**src/sv/bba_pkg.sv**
```systemverilog
// Shared types, constants and a helper function for the bitmap block allocator.
package bba_pkg;

  localparam int NUM_BLOCKS = 32768;
  localparam int BLK_W      = $clog2(NUM_BLOCKS);
  localparam int LIMIT_W    = BLK_W + 1;
  localparam int WORD_W     = 32;
  localparam int WBIT_W     = $clog2(WORD_W);
  localparam int WORDS      = NUM_BLOCKS / WORD_W;
  localparam int WIDX_W     = $clog2(WORDS);
  localparam int GROUPS     = WORDS / WORD_W;
  localparam int GRP_W      = WIDX_W - WBIT_W;
  localparam int CFG_IDX_W  = 1;
  localparam int CFG_DATA_W = LIMIT_W;

  localparam logic [BLK_W-1:0]   FIRST_RESET = BLK_W'(16);
  localparam logic [LIMIT_W-1:0] LIMIT_RESET = LIMIT_W'(24992);

  localparam logic [CFG_IDX_W-1:0] REG_FIRST_USABLE = 1'b0;
  localparam logic [CFG_IDX_W-1:0] REG_USABLE_LIMIT = 1'b1;

  typedef logic [WORD_W-1:0] word_t;

  typedef enum logic [1:0] {
    OP_ALLOC  = 2'd0,
    OP_FREE   = 2'd1,
    OP_FORMAT = 2'd2,
    OP_NOP    = 2'd3
  } op_t;

  typedef enum logic [1:0] {
    ST_OK           = 2'd0,
    ST_NO_FREE      = 2'd1,
    ST_RANGE        = 2'd2,
    ST_ALREADY_FREE = 2'd3
  } status_t;

  typedef struct packed {
    op_t              operation;
    logic [BLK_W-1:0] block_number;
  } req_t;

  typedef struct packed {
    status_t          status;
    logic [BLK_W-1:0] allocated_block;
  } rsp_t;

  typedef struct packed {
    logic [BLK_W-1:0]   first_usable_block;
    logic [LIMIT_W-1:0] usable_block_limit;
  } cfg_t;

  typedef struct packed {
    logic              rd;
    logic              wr;
    logic [WIDX_W-1:0] addr;
    word_t             wdata;
  } dmem_req_t;

  typedef struct packed {
    logic             rd;
    logic             wr;
    logic [GRP_W-1:0] addr;
    word_t            wdata;
  } smem_req_t;

  typedef struct packed {
    logic              found;
    logic [WBIT_W-1:0] idx;
  } ffs_t;

  // lowest set bit
  function automatic ffs_t ffs(input word_t v);
    ffs_t r;
    r.found = |v;
    r.idx   = '0;
    for (int i = WORD_W - 1; i >= 0; i--) begin
      if (v[i]) begin
        r.idx = WBIT_W'(i);
      end
    end
    return r;
  endfunction

endpackage

```
**src/sv/bba_seq.sv**
```systemverilog
// Request sequencer: summary-guided first-fit scan, free, and format sweep.
module bba_seq (
  input  logic               clk,
  input  logic               rst_n,
  input  logic               start,
  input  bba_pkg::req_t      in_request,
  input  bba_pkg::cfg_t      cfg,
  output logic               busy,
  output logic               out_valid,
  output bba_pkg::rsp_t      out_result,
  output bba_pkg::dmem_req_t dmem_req,
  input  bba_pkg::word_t     dmem_rdata,
  output bba_pkg::smem_req_t smem_req,
  input  bba_pkg::word_t     smem_rdata
);

  localparam bba_pkg::word_t ALL_ONES = '1;
  localparam bba_pkg::word_t WORD_ONE = bba_pkg::WORD_W'(1);
  localparam logic [bba_pkg::GROUPS-1:0] GRP_ONES = '1;

  typedef enum logic [2:0] {
    S_IDLE, S_TOP, S_SUM, S_DATA, S_FSUM, S_FDATA, S_FMT_D, S_FMT_S
  } state_t;

  state_t                            state_r, state_nxt;
  logic [bba_pkg::GROUPS-1:0]        top_r, top_nxt;
  logic [bba_pkg::WIDX_W:0]          scan_r, scan_nxt;
  logic [bba_pkg::GRP_W-1:0]         grp_r, grp_nxt;
  logic [bba_pkg::WIDX_W-1:0]        word_r, word_nxt;
  bba_pkg::word_t                    sum_r, sum_nxt;
  logic [bba_pkg::BLK_W-1:0]         blk_r, blk_nxt;
  logic                              out_valid_r, out_valid_nxt;
  bba_pkg::rsp_t                     out_result_r, out_result_nxt;

  logic [bba_pkg::LIMIT_W-1:0] hi_clip;
  logic                        range_empty;
  logic [bba_pkg::BLK_W-1:0]   last_blk;
  logic [bba_pkg::WIDX_W-1:0]  lo_word, last_word;

  logic [bba_pkg::GROUPS-1:0]  top_masked;
  bba_pkg::ffs_t               grp_hit, sum_hit, data_hit;
  logic [bba_pkg::GRP_W-1:0]   grp_found;
  logic [bba_pkg::WBIT_W-1:0]  sum_lo;
  bba_pkg::word_t              sum_masked, data_masked, data_clr, sum_clr;
  logic [bba_pkg::WIDX_W-1:0]  cand_word;

  logic [bba_pkg::GRP_W-1:0]   f_grp;
  logic [bba_pkg::WBIT_W-1:0]  f_sub, f_bit;
  bba_pkg::word_t              f_sum;
  bba_pkg::word_t              fmt_sum;

  function automatic bba_pkg::word_t range_mask(
    input logic [bba_pkg::WIDX_W-1:0] d,
    input logic [bba_pkg::BLK_W-1:0]  lo,
    input logic [bba_pkg::BLK_W-1:0]  last
  );
    bba_pkg::word_t lo_m, hi_m;
    lo_m = (d == lo[bba_pkg::BLK_W-1:bba_pkg::WBIT_W]) ?
           (ALL_ONES << lo[bba_pkg::WBIT_W-1:0]) : ALL_ONES;
    hi_m = (d == last[bba_pkg::BLK_W-1:bba_pkg::WBIT_W]) ?
           (ALL_ONES >> (bba_pkg::WBIT_W'(bba_pkg::WORD_W - 1) -
                         last[bba_pkg::WBIT_W-1:0])) : ALL_ONES;
    return lo_m & hi_m;
  endfunction

  assign hi_clip = (cfg.usable_block_limit > bba_pkg::LIMIT_W'(bba_pkg::NUM_BLOCKS)) ?
                   bba_pkg::LIMIT_W'(bba_pkg::NUM_BLOCKS) : cfg.usable_block_limit;
  assign range_empty = {1'b0, cfg.first_usable_block} >= hi_clip;
  assign last_blk    = bba_pkg::BLK_W'(hi_clip - bba_pkg::LIMIT_W'(1));
  assign lo_word     = cfg.first_usable_block[bba_pkg::BLK_W-1:bba_pkg::WBIT_W];
  assign last_word   = last_blk[bba_pkg::BLK_W-1:bba_pkg::WBIT_W];

  // allocate scan
  assign top_masked = top_r & (GRP_ONES << scan_r[bba_pkg::WIDX_W-1:bba_pkg::WBIT_W]);
  assign grp_hit    = bba_pkg::ffs(bba_pkg::WORD_W'(top_masked));
  assign grp_found  = bba_pkg::GRP_W'(grp_hit.idx);
  assign sum_lo     = (grp_r == scan_r[bba_pkg::WIDX_W-1:bba_pkg::WBIT_W]) ?
                      scan_r[bba_pkg::WBIT_W-1:0] : '0;
  assign sum_masked = smem_rdata & (ALL_ONES << sum_lo);
  assign sum_hit    = bba_pkg::ffs(sum_masked);
  assign cand_word  = {grp_r, sum_hit.idx};
  assign data_masked = dmem_rdata & range_mask(word_r, cfg.first_usable_block, last_blk);
  assign data_hit   = bba_pkg::ffs(data_masked);
  assign data_clr   = dmem_rdata & ~(WORD_ONE << data_hit.idx);
  assign sum_clr    = sum_r & ~(WORD_ONE << word_r[bba_pkg::WBIT_W-1:0]);

  // free
  assign f_grp = blk_r[bba_pkg::BLK_W-1:bba_pkg::BLK_W-bba_pkg::GRP_W];
  assign f_sub = blk_r[bba_pkg::BLK_W-bba_pkg::GRP_W-1:bba_pkg::WBIT_W];
  assign f_bit = blk_r[bba_pkg::WBIT_W-1:0];
  assign f_sum = top_r[f_grp] ? smem_rdata : '0;

  // format summary word for grp_r
  always_comb begin
    logic [bba_pkg::WIDX_W-1:0] wi;
    for (int j = 0; j < bba_pkg::WORD_W; j++) begin
      wi = {grp_r, bba_pkg::WBIT_W'(j)};
      fmt_sum[j] = !range_empty && (wi >= lo_word) && (wi <= last_word);
    end
  end

  assign busy       = (state_r != S_IDLE);
  assign out_valid  = out_valid_r;
  assign out_result = out_result_r;

  always_comb begin
    state_nxt      = state_r;
    top_nxt        = top_r;
    scan_nxt       = scan_r;
    grp_nxt        = grp_r;
    word_nxt       = word_r;
    sum_nxt        = sum_r;
    blk_nxt        = blk_r;
    out_valid_nxt  = 1'b0;
    out_result_nxt = out_result_r;
    dmem_req       = '0;
    smem_req       = '0;

    case (state_r)
      S_IDLE: begin
        if (start) begin
          blk_nxt = in_request.block_number;
          case (in_request.operation)
            bba_pkg::OP_ALLOC: begin
              if (range_empty) begin
                out_valid_nxt  = 1'b1;
                out_result_nxt = '{bba_pkg::ST_NO_FREE, '0};
              end else begin
                scan_nxt  = {1'b0, lo_word};
                state_nxt = S_TOP;
              end
            end
            bba_pkg::OP_FREE: begin
              if ((in_request.block_number < cfg.first_usable_block) ||
                  ({1'b0, in_request.block_number} >= hi_clip)) begin
                out_valid_nxt  = 1'b1;
                out_result_nxt = '{bba_pkg::ST_RANGE, '0};
              end else begin
                smem_req.rd   = 1'b1;
                smem_req.addr = in_request.block_number[bba_pkg::BLK_W-1:
                                                        bba_pkg::BLK_W-bba_pkg::GRP_W];
                state_nxt     = S_FSUM;
              end
            end
            bba_pkg::OP_FORMAT: begin
              grp_nxt  = '0;
              word_nxt = lo_word;
              state_nxt = range_empty ? S_FMT_S : S_FMT_D;
            end
            default: begin
              out_valid_nxt  = 1'b1;
              out_result_nxt = '{bba_pkg::ST_OK, '0};
            end
          endcase
        end
      end

      S_TOP: begin
        if (scan_r[bba_pkg::WIDX_W] || !grp_hit.found ||
            (grp_found > last_word[bba_pkg::WIDX_W-1:bba_pkg::WBIT_W])) begin
          out_valid_nxt  = 1'b1;
          out_result_nxt = '{bba_pkg::ST_NO_FREE, '0};
          state_nxt      = S_IDLE;
        end else begin
          smem_req.rd   = 1'b1;
          smem_req.addr = grp_found;
          grp_nxt       = grp_found;
          state_nxt     = S_SUM;
        end
      end

      S_SUM: begin
        sum_nxt = smem_rdata;
        if (!sum_hit.found) begin
          scan_nxt  = {({1'b0, grp_r} + 1'b1), bba_pkg::WBIT_W'(0)};
          state_nxt = S_TOP;
        end else if (cand_word > last_word) begin
          out_valid_nxt  = 1'b1;
          out_result_nxt = '{bba_pkg::ST_NO_FREE, '0};
          state_nxt      = S_IDLE;
        end else begin
          dmem_req.rd   = 1'b1;
          dmem_req.addr = cand_word;
          word_nxt      = cand_word;
          state_nxt     = S_DATA;
        end
      end

      S_DATA: begin
        if (!data_hit.found) begin
          scan_nxt  = {1'b0, word_r} + 1'b1;
          state_nxt = S_TOP;
        end else begin
          dmem_req.wr    = 1'b1;
          dmem_req.addr  = word_r;
          dmem_req.wdata = data_clr;
          if (data_clr == '0) begin
            smem_req.wr    = 1'b1;
            smem_req.addr  = grp_r;
            smem_req.wdata = sum_clr;
            if (sum_clr == '0) begin
              top_nxt[grp_r] = 1'b0;
            end
          end
          out_valid_nxt  = 1'b1;
          out_result_nxt = '{bba_pkg::ST_OK, {word_r, data_hit.idx}};
          state_nxt      = S_IDLE;
        end
      end

      S_FSUM: begin
        sum_nxt = f_sum;
        if (f_sum[f_sub]) begin
          dmem_req.rd   = 1'b1;
          dmem_req.addr = blk_r[bba_pkg::BLK_W-1:bba_pkg::WBIT_W];
          state_nxt     = S_FDATA;
        end else begin
          // word holds no free block yet, its stored contents are stale
          dmem_req.wr    = 1'b1;
          dmem_req.addr  = blk_r[bba_pkg::BLK_W-1:bba_pkg::WBIT_W];
          dmem_req.wdata = WORD_ONE << f_bit;
          smem_req.wr    = 1'b1;
          smem_req.addr  = f_grp;
          smem_req.wdata = f_sum | (WORD_ONE << f_sub);
          top_nxt[f_grp] = 1'b1;
          out_valid_nxt  = 1'b1;
          out_result_nxt = '{bba_pkg::ST_OK, '0};
          state_nxt      = S_IDLE;
        end
      end

      S_FDATA: begin
        out_valid_nxt = 1'b1;
        if (dmem_rdata[f_bit]) begin
          out_result_nxt = '{bba_pkg::ST_ALREADY_FREE, '0};
        end else begin
          dmem_req.wr    = 1'b1;
          dmem_req.addr  = blk_r[bba_pkg::BLK_W-1:bba_pkg::WBIT_W];
          dmem_req.wdata = dmem_rdata | (WORD_ONE << f_bit);
          out_result_nxt = '{bba_pkg::ST_OK, '0};
        end
        state_nxt = S_IDLE;
      end

      S_FMT_D: begin
        dmem_req.wr    = 1'b1;
        dmem_req.addr  = word_r;
        dmem_req.wdata = range_mask(word_r, cfg.first_usable_block, last_blk);
        if (word_r == last_word) begin
          grp_nxt   = '0;
          state_nxt = S_FMT_S;
        end else begin
          word_nxt = word_r + 1'b1;
        end
      end

      S_FMT_S: begin
        smem_req.wr    = 1'b1;
        smem_req.addr  = grp_r;
        smem_req.wdata = fmt_sum;
        top_nxt[grp_r] = |fmt_sum;
        if (grp_r == bba_pkg::GRP_W'(bba_pkg::GROUPS - 1)) begin
          out_valid_nxt  = 1'b1;
          out_result_nxt = '{bba_pkg::ST_OK, '0};
          state_nxt      = S_IDLE;
        end else begin
          grp_nxt = grp_r + 1'b1;
        end
      end

      default: begin
        state_nxt = S_IDLE;
      end
    endcase
  end

  always_ff @(posedge clk) begin
    if (!rst_n) begin
      state_r     <= S_IDLE;
      top_r       <= '0;
      out_valid_r <= 1'b0;
    end else begin
      state_r     <= state_nxt;
      top_r       <= top_nxt;
      out_valid_r <= out_valid_nxt;
    end
    scan_r       <= scan_nxt;
    grp_r        <= grp_nxt;
    word_r       <= word_nxt;
    sum_r        <= sum_nxt;
    blk_r        <= blk_nxt;
    out_result_r <= out_result_nxt;
  end

endmodule

```
**config.mk**
```make
export PLATFORM = sky130hd
export DESIGN_NAME = bba_seq
export DESIGN_NICKNAME = d
export VERILOG_FILES = /design/src/sv/bba_pkg.sv /design/src/sv/bba_seq.sv
export SDC_FILE = /design/constraint.sdc
export NUM_CORES = 1
export LEC_CHECK = 0
export ABC_AREA = 1
export BUFFER_PORTS_ARGS = -buffer_cell sky130_fd_sc_hd__clkbuf_2
export CAP_MARGIN = 20
export CORE_MARGIN = 1.5
export CORE_UTILIZATION = 61
export DETAILED_ROUTE_END_ITERATION = 12
export GPL_TIMING_DRIVEN = 0
export MAX_ROUTING_LAYER = met4
export PLACE_DENSITY = 0.95
export SLEW_MARGIN = 20
export SYNTH_ARGS = -nofsm -noshare
export SYNTH_HDL_FRONTEND = slang
export SYNTH_SLANG_ARGS = --single-unit
```
**constraint.sdc**
```tcl
create_clock -name clk -period 9.2 [get_ports clk]
set_input_delay 0.92 -clock clk [delete_from_list [all_inputs] [get_ports clk]]
set_output_delay 0.92 -clock clk [all_outputs]
set_load 0.005 [all_outputs]
```
==> summary.txt, run 1 <==
CTS Buffer Depth: 2
Rows: 60
Avg Synthesized Cell Area: 6.00 um2
top cells by area, synth: edfxtp_1, nand2_1, inv_1
global-route wire length before repair: 126 mm
Post-CTS Repair Setup Buffers: 0
Clk Tree Root Cell: clkbuf_16
Post-Syn Nets: 2971
DP HPWL: 57.8 mm
register area share after synthesis: 20.6%
Die W: 168 um
Synth Flop Type: edfxtp_1
Num CTS Buffers: 17
Stop Error: [ERROR GRT-0116] Global routing finished with congestion. Check the congestion regions in the DRC Viewer.
I/O pins: 217
dpl ws: 0.775 ns
port buffer count: 215
hold_buf cts: 0
CTS Sinks: 126
synthesized area: 0.0166 mm2
post-synthesis cell count: 2770
Yosys warnings: 0
Post-synth EDFFs: 90
Exit stage: 5_1_grt
number of global-route vias before repair: 23742
H-tree lvl count: 4
all-layer global routing usage: 59.0%
status: stopped before the end
area leader, netlist: edfxtp_1
largest net degree at the start of global routing: 33
residual overflow from global routing: 4
dpl cells: 3331
Die H: 168 um
share of the synthesized area in the top cell type: 16.3%
initial core utilization: 61.8%
Unique masters post-synth: 62
asr flop ratio synth: 0%
Placer Congestion: 1.38
Seq cells post-synth: 126
PostCTS Resize Cnt: 0
## cells by family after synthesis
group                      after synthesis  share of synthesized area (%)
AOI/OAI and AO/OA                      722                           26.6
DFF                                    126                           20.6
xor gates and xnor gates                12                          0.633
and+or+nand+nor                       1318                           33.8
buffers and inverters                  506                           11.9
adders and majority gates               86                           6.48
## metrics by stage
step,util (%),cell area (um2)
3_5_place_dp,67.7,18200
4_1_cts,69.9,18800
3_3_place_gp,67.4,18100
2_1_floorplan,-,16600
## Yosys cell counts (36+ instances only)
master / n
a21oi_1: 171
clkbuf_1: 81
dfxtp_1: 36
edfxtp_1: 90
ha_1: 86
inv_1: 369
nand2_1: 671
nand3_1: 164
nand4_1: 61
nor2_1: 285
nor3_1: 79
o21ai_0: 236
o221ai_1: 55
o22ai_1: 62
## layer usage
| layer | GRT usage (%) | overflow |
|---|---|---|
| met1 | 59.1 | 0 |
| met2 | 77.1 | 3 |
| met3 | 39.0 | 0 |
| met4 | 53.0 | 1 |
| met5 | - | - |
==> run 2, diff against run 1 <==
Settings changed: CORE_UTILIZATION 61 to 40, MAX_ROUTING_LAYER met4 to default, PLACE_DENSITY 0.95 to default, PLACE_DENSITY_LB_ADDON from default to 0.15.
==> summary.txt, run 2 <==
Critical-path top delay cell: nor2_1
Vias/cell: 6.28
post-route ant nets: 0
area leader, netlist: edfxtp_1
final count of negative-setup-slack endpoints: 0
sequential share of power: 21.4%
# DRC: 0
setup TNS: 0 ns
1st-pass router iterations: 6
share of the synthesized area in the top cell type: 16.3% (unchanged)
most numerous cell in the Yosys netlist: nand2_1
crit-path most repeated cell: nand2_1
Non-Filler Instances: 3555
Min Hold Slack: 0.538 ns
WP data arrival: 7.97 ns
Core Footprint: 0.0409 mm2
switching part of the total power: 57.1%
Yosys warnings: 0 (unchanged)
Reg-to-Reg Start: grp_r[2]
hold crit path type: flop to flop
clock-pin slew on the worst setup and hold paths: 0.06 ns
NetSw: 3.20 mW
clock latency at the later pin of the worst-skew pair: 0.50 ns
dpl cells: 3522 (+5.7%)
Rows: 74 (+23%)
DP HPWL: 74.7 mm (+29%)
internal power: 2.40 mW
final worst slack: 0.306 ns
share of cells above drive strength 1: 11.2%
Worst Skew: 0.0140 ns
I/O pins: 217 (unchanged)
Unique masters post-synth: 62 (unchanged)
CTS Sinks: 126 (unchanged)
drt initial violations: 2994
final instance area: 0.0190 mm2
Required @ worst endpoint: 8.28 ns
top cells by area, synth: edfxtp_1, nand2_1, inv_1
placed inst area: 0.0184 mm2 (+1.4%)
crit path max fanout: 10
Startpoint Class: input port
# nets final: 3212
status: finished, final reports clean
fin util: 46.5%
PD cells: 294 mW/mm2
Die H: 207 um (+23%)
CP bufs+invs: 11
dpl ws: 0.176 ns (-0.599 ns)
Clk pwr share: 12.1%
Post-synth EDFFs: 90 (unchanged)
Num CTS Buffers: 17 (unchanged)
asr flop ratio synth: 0% (unchanged)
Rel. slew slack: 18.3%
Synth Flop Type: edfxtp_1
port buffer count: 215 (unchanged)
CP Launch Point: cfg[2]
all-layer global routing usage: 42.2%
global-route wire length before repair: 131 mm
Slew Limit Fails: 0
RSZ-0062 raised after global routing: no
Vias: 22325
worst slew pin tran: 1.22 ns
final worst path period share: 96.7%
Pwr Total: 5.59 mW
CTS Buffer Depth: 2 (unchanged)
Pleak: 8.50 nW
residual overflow from global routing: 0
register area share after synthesis: 20.6% (unchanged)
Gate power share: 66.5%
largest net degree at the start of global routing: 33
CTS tree: yes
H-tree lvl count: 4 (unchanged)
WL/cell: 25.8 um
antenna violations before repair: 1
initial core utilization: 40.6% (-21 points)
Seq cells post-synth: 126 (unchanged)
die area: 0.0428 mm2
most common cell after layout, fill and taps aside: nand2_1
CP peak stage delay: 0.38 ns
minimum clock period: 8.89 ns
diode count: 0
Die W: 207 um (+23%)
Critical Path Sink Type: primary output
Placer Congestion: 1.03 (-25%)
post-synthesis cell count: 2770 (unchanged)
min-delay src: top_r[29]
peak supply drop: 0.000146 V
commonest non-fill, non-tap cells in the layout: nand2_1, inv_1, nor2_1
Max Clock Freq: 112 MHz
synthesized area: 0.0166 mm2 (unchanged)
max-cap violations: 0
crit path kind: input port to primary output
Synth top cells by count: nand2_1, inv_1, nor2_1
delay-heaviest family, CP: simple AND/OR/NAND/NOR gates
P&R area growth vs syn: 14.5%
WL final: 91.9 mm
Clk Tree Root Cell: clkbuf_16
Post-Syn Nets: 2971 (unchanged)
number of global-route vias before repair: 20564
Avg Synthesized Cell Area: 6.00 um2 (unchanged)
final hold viol count: 0
## run 2: layout make-up
class | instances | area, um2
fillers | 4483 | 21900
plain buffers | 108 | 490
flip-flops and latches | 126 | 3420
clock inverters | 12 | 123
clock buffers | 19 | 433
repair buffers | 222 | 1130
well taps | 532 | 666
multi-input cells | 2138 | 11300
inverters | 398 | 1490
## run 2: worst paths after layout
check / to / depth (start not counted) / slack [ns]
max: smem_req[13] / 41 / 0.31
min: top_r[29] / 2 / 0.54
min reg2reg: top_r[29] / 2 / 0.54
max reg2reg: out_result[3] / 50 / 1.90
## run 2: routing by layer
metal | global-route usage [%] | share of wire, %
met1 | 52.2 | 38
met2 | 65.5 | 43
met3 | 9.37 | 11
met4 | 28.6 | 7.4
met5 | 0 | 0.013
## run 2: cell families after synthesis
logic type	count (synthesis)	share of synthesized area [%]
AOI/OAI and AO/OA	722	26.6
xor gates and xnor gates	12	0.633
adders and majority gates	86	6.48
buffers and inverters	506	11.9
DFF	126	20.6
and+or+nand+nor	1318	33.8
## run 2: worst reg2reg max path: cells and delay by family (launching register included)
family,cells,cell delay [ns]
simple gates,35,3.65
fa+ha+maj,1,0.31
compound gates,6,1.10
buf+inv,7,1.39
flops,1,0.41
xor+xnor,1,0.15
## run 2: power by group through the flow
stage	logic [mW]	registers, mW	clock network, mW
global placement	3.48	1.20	0
finish	3.72	1.20	0.679
detailed placement	3.56	1.18	0
global route	4.00	1.21	0.700
CTS	3.57	1.18	0.682
floorplan	2.26	1.08	0
## run 2: timing repair
item	4_1_cts	5_1_grt
setup buffers	0	2
endpoints found under the hold margin	0	0
hold buffers	0	0
resized for setup	0	9
endpoints found under the setup margin	0	35
Note: power is estimated with default switching activity, not from simulation.
==> run 3, diff against run 2 <==
Clock period 9.2 ns to 11.2 ns, I/O delays scaled along.
==> summary.txt, run 3 (same netlist as run 2, synthesis figures left out) <==
diode count: 0 (unchanged)
setup TNS: 0 ns (unchanged)
WP data arrival: 8.58 ns (+0.61 ns)
fin util: 46.4% (-0.092 points)
commonest non-fill, non-tap cells in the layout: nand2_1, inv_1, nor2_1
final count of negative-setup-slack endpoints: 0 (unchanged)
crit path kind: input port to primary output
Placer Congestion: 1.03 (unchanged)
worst reg2reg endpoint: out_result[3]
Required @ worst endpoint: 10.08 ns (+1.80 ns)
DP HPWL: 74.7 mm (unchanged)
WL/cell: 25.9 um (+0.11%)
Core Footprint: 0.0409 mm2 (unchanged)
1st-pass router iterations: 9 (+3)
Pleak: 8.49 nW (-0.15%)
# DRC: 0 (unchanged)
final hold viol count: 0 (unchanged)
drt initial violations: 3035 (+1.4%)
hold_buf cts: 0 (unchanged)
worst slew pin tran: 1.20 ns (-0.0165 ns)
CTS Sinks: 126 (unchanged)
Rel. slew slack: 19.4% (+1.1 points)
port buffer count: 215 (unchanged)
minimum clock period: 9.70 ns
global-route wire length before repair: 131 mm (unchanged)
Max Clock Freq: 103 MHz
Clk Tree Root Cell: clkbuf_16
status: finished, final reports clean
Gate power share: 66.4% (about the same)
CP peak stage delay: 0.42 ns (+0.04 ns)
most common cell after layout, fill and taps aside: nand2_1
RSZ-0062 raised after global routing: no
Num CTS Buffers: 17 (unchanged)
crit-path most repeated cell: nand2_1
Reg2Reg Depth: 50 (unchanged)
Vias: 22366 (+0.18%)
crit path max fanout: 10 (unchanged)
Vias/cell: 6.29 (+0.24%)
internal power: 1.97 mW (-18%)
largest net degree at the start of global routing: 33 (unchanged)
die area: 0.0428 mm2 (unchanged)
clock latency at the later pin of the worst-skew pair: 0.50 ns (about the same)
Reg-to-Reg Start: grp_r[2]
residual overflow from global routing: 0 (unchanged)
final worst path period share: 86.6%
PostCTS Resize Cnt: 0 (unchanged)
Critical Path Sink Type: primary output
Worst Skew: 0.0145 ns (+0.000555 ns)
Die H: 207 um (unchanged)
hold crit path type: flop to flop
initial core utilization: 40.6% (unchanged)
H-tree lvl count: 4 (unchanged)
post-route ant nets: 0 (unchanged)
peak supply drop: 0.000121 V (-17%)
Rows: 74 (unchanged)
P&R area growth vs syn: 14.3%
WHS Path Cells: 2 (unchanged)
Hold EP: top_r[10]
clock-pin slew on the worst setup and hold paths: 0.05 ns (about the same)
# nets final: 3210 (-0.062%)
share of cells above drive strength 1: 11.1% (-0.16 points)
sequential share of power: 21.4% (about the same)
min-delay src: top_r[10]
CTS Buffer Depth: 2 (unchanged)
R2R Setup Slk: 3.93 ns (+2.03 ns)
number of global-route vias before repair: 20564 (unchanged)
Fill cells: 4487 (+0.089%)
Post-CTS Repair Setup Buffers: 0 (unchanged)
Critical-path top delay cell: o21ai_1
NetSw: 2.62 mW (-18%)
antenna violations before repair: 1 (unchanged)
max-cap violations: 0 (unchanged)
switching part of the total power: 57.1% (about the same)
Startpoint Class: input port
PD cells: 242 mW/mm2 (-18%)
Slew Limit Fails: 0 (unchanged)
WL final: 91.9 mm (about the same)
CTS tree: yes
I/O pins: 217 (unchanged)
all-layer global routing usage: 42.2% (unchanged)
Clk pwr share: 12.2% (about the same)
Die W: 207 um (unchanged)
## run 3: changes by cell type in the layout (fill, tap and decap cells not counted), sizes merged
cell / delta
buf: -2
## run 3: worst max path at each step
stage / from / to / slack (ns) / cells after the start
finish: cfg[2] / smem_req[31] / 1.50 / 41
global route: cfg[2] / smem_req[13] / 1.27 / 41
CTS: cfg[2] / smem_req[31] / 1.75 / 41
detailed placement: cfg[2] / smem_req[31] / 1.78 / 41
global placement: cfg[2] / smem_req[31] / 1.76 / 41
floorplan: cfg[2] / smem_req[12] / 4.32 / 56
## run 3: power groups by stage
| stage | registers, mW | clock network (mW) | logic (mW) |
|---|---|---|---|
| 3_3_place_gp | 0.983 | 0 | 2.86 |
| 5_1_grt | 0.992 | 0.575 | 3.29 |
| 2_1_floorplan | 0.890 | 0 | 1.86 |
| 4_1_cts | 0.969 | 0.561 | 2.93 |
| 6_report | 0.984 | 0.559 | 3.05 |
| 3_5_place_dp | 0.972 | 0 | 2.92 |
## run 3: area by class of cell
cell class                      count  area (um2)  share of cell area [%]
Buffer                            108         490                    2.58
Clock inverter                     12         123                   0.646
Clock buffer                       19         433                    2.28
Tap cell                          532         666                    3.51
Multi-Input combinational cell   2138       11200                    59.2
Inverter                          398        1490                    7.87
Sequential cell                   126        3420                    18.0
Timing Repair Buffer              220        1110                    5.87
## run 3: layer usage
| layer | vias up | part of all wire (%) | GRT usage [%] |
|---|---|---|---|
| li1 | 10046 | - | - |
| met1 | 10438 | 39 | 52.2 |
| met2 | 1539 | 43 | 65.5 |
| met3 | 341 | 11 | 9.37 |
| met4 | 2 | 7.6 | 28.6 |
| met5 | - | 0.014 | 0 |
## run 3: per-stage QoR
stage	cells	total power, mW	setup WS (ns)	hold WS (ns)	cell area (um2)
after floorplan	2770	2.75	4.32	0.474	16600
after global placement	3517	3.84	1.76	0.510	18400
after detailed placement	3522	3.89	1.78	0.521	18400
after CTS	3553	4.46	1.75	0.533	19000
after global routing	3553	4.85	1.27	0.556	19000
final	3553	4.59	1.50	0.535	19000
## run 3: worst max-delay path: cells and delay by family
| family | cells | cell delay (ns) |
|---|---|---|
| buf+inv | 11 | 1.70 |
| fa+ha+maj | 1 | 0.32 |
| simple gates | 25 | 4.24 |
| compound gates | 4 | 1.18 |
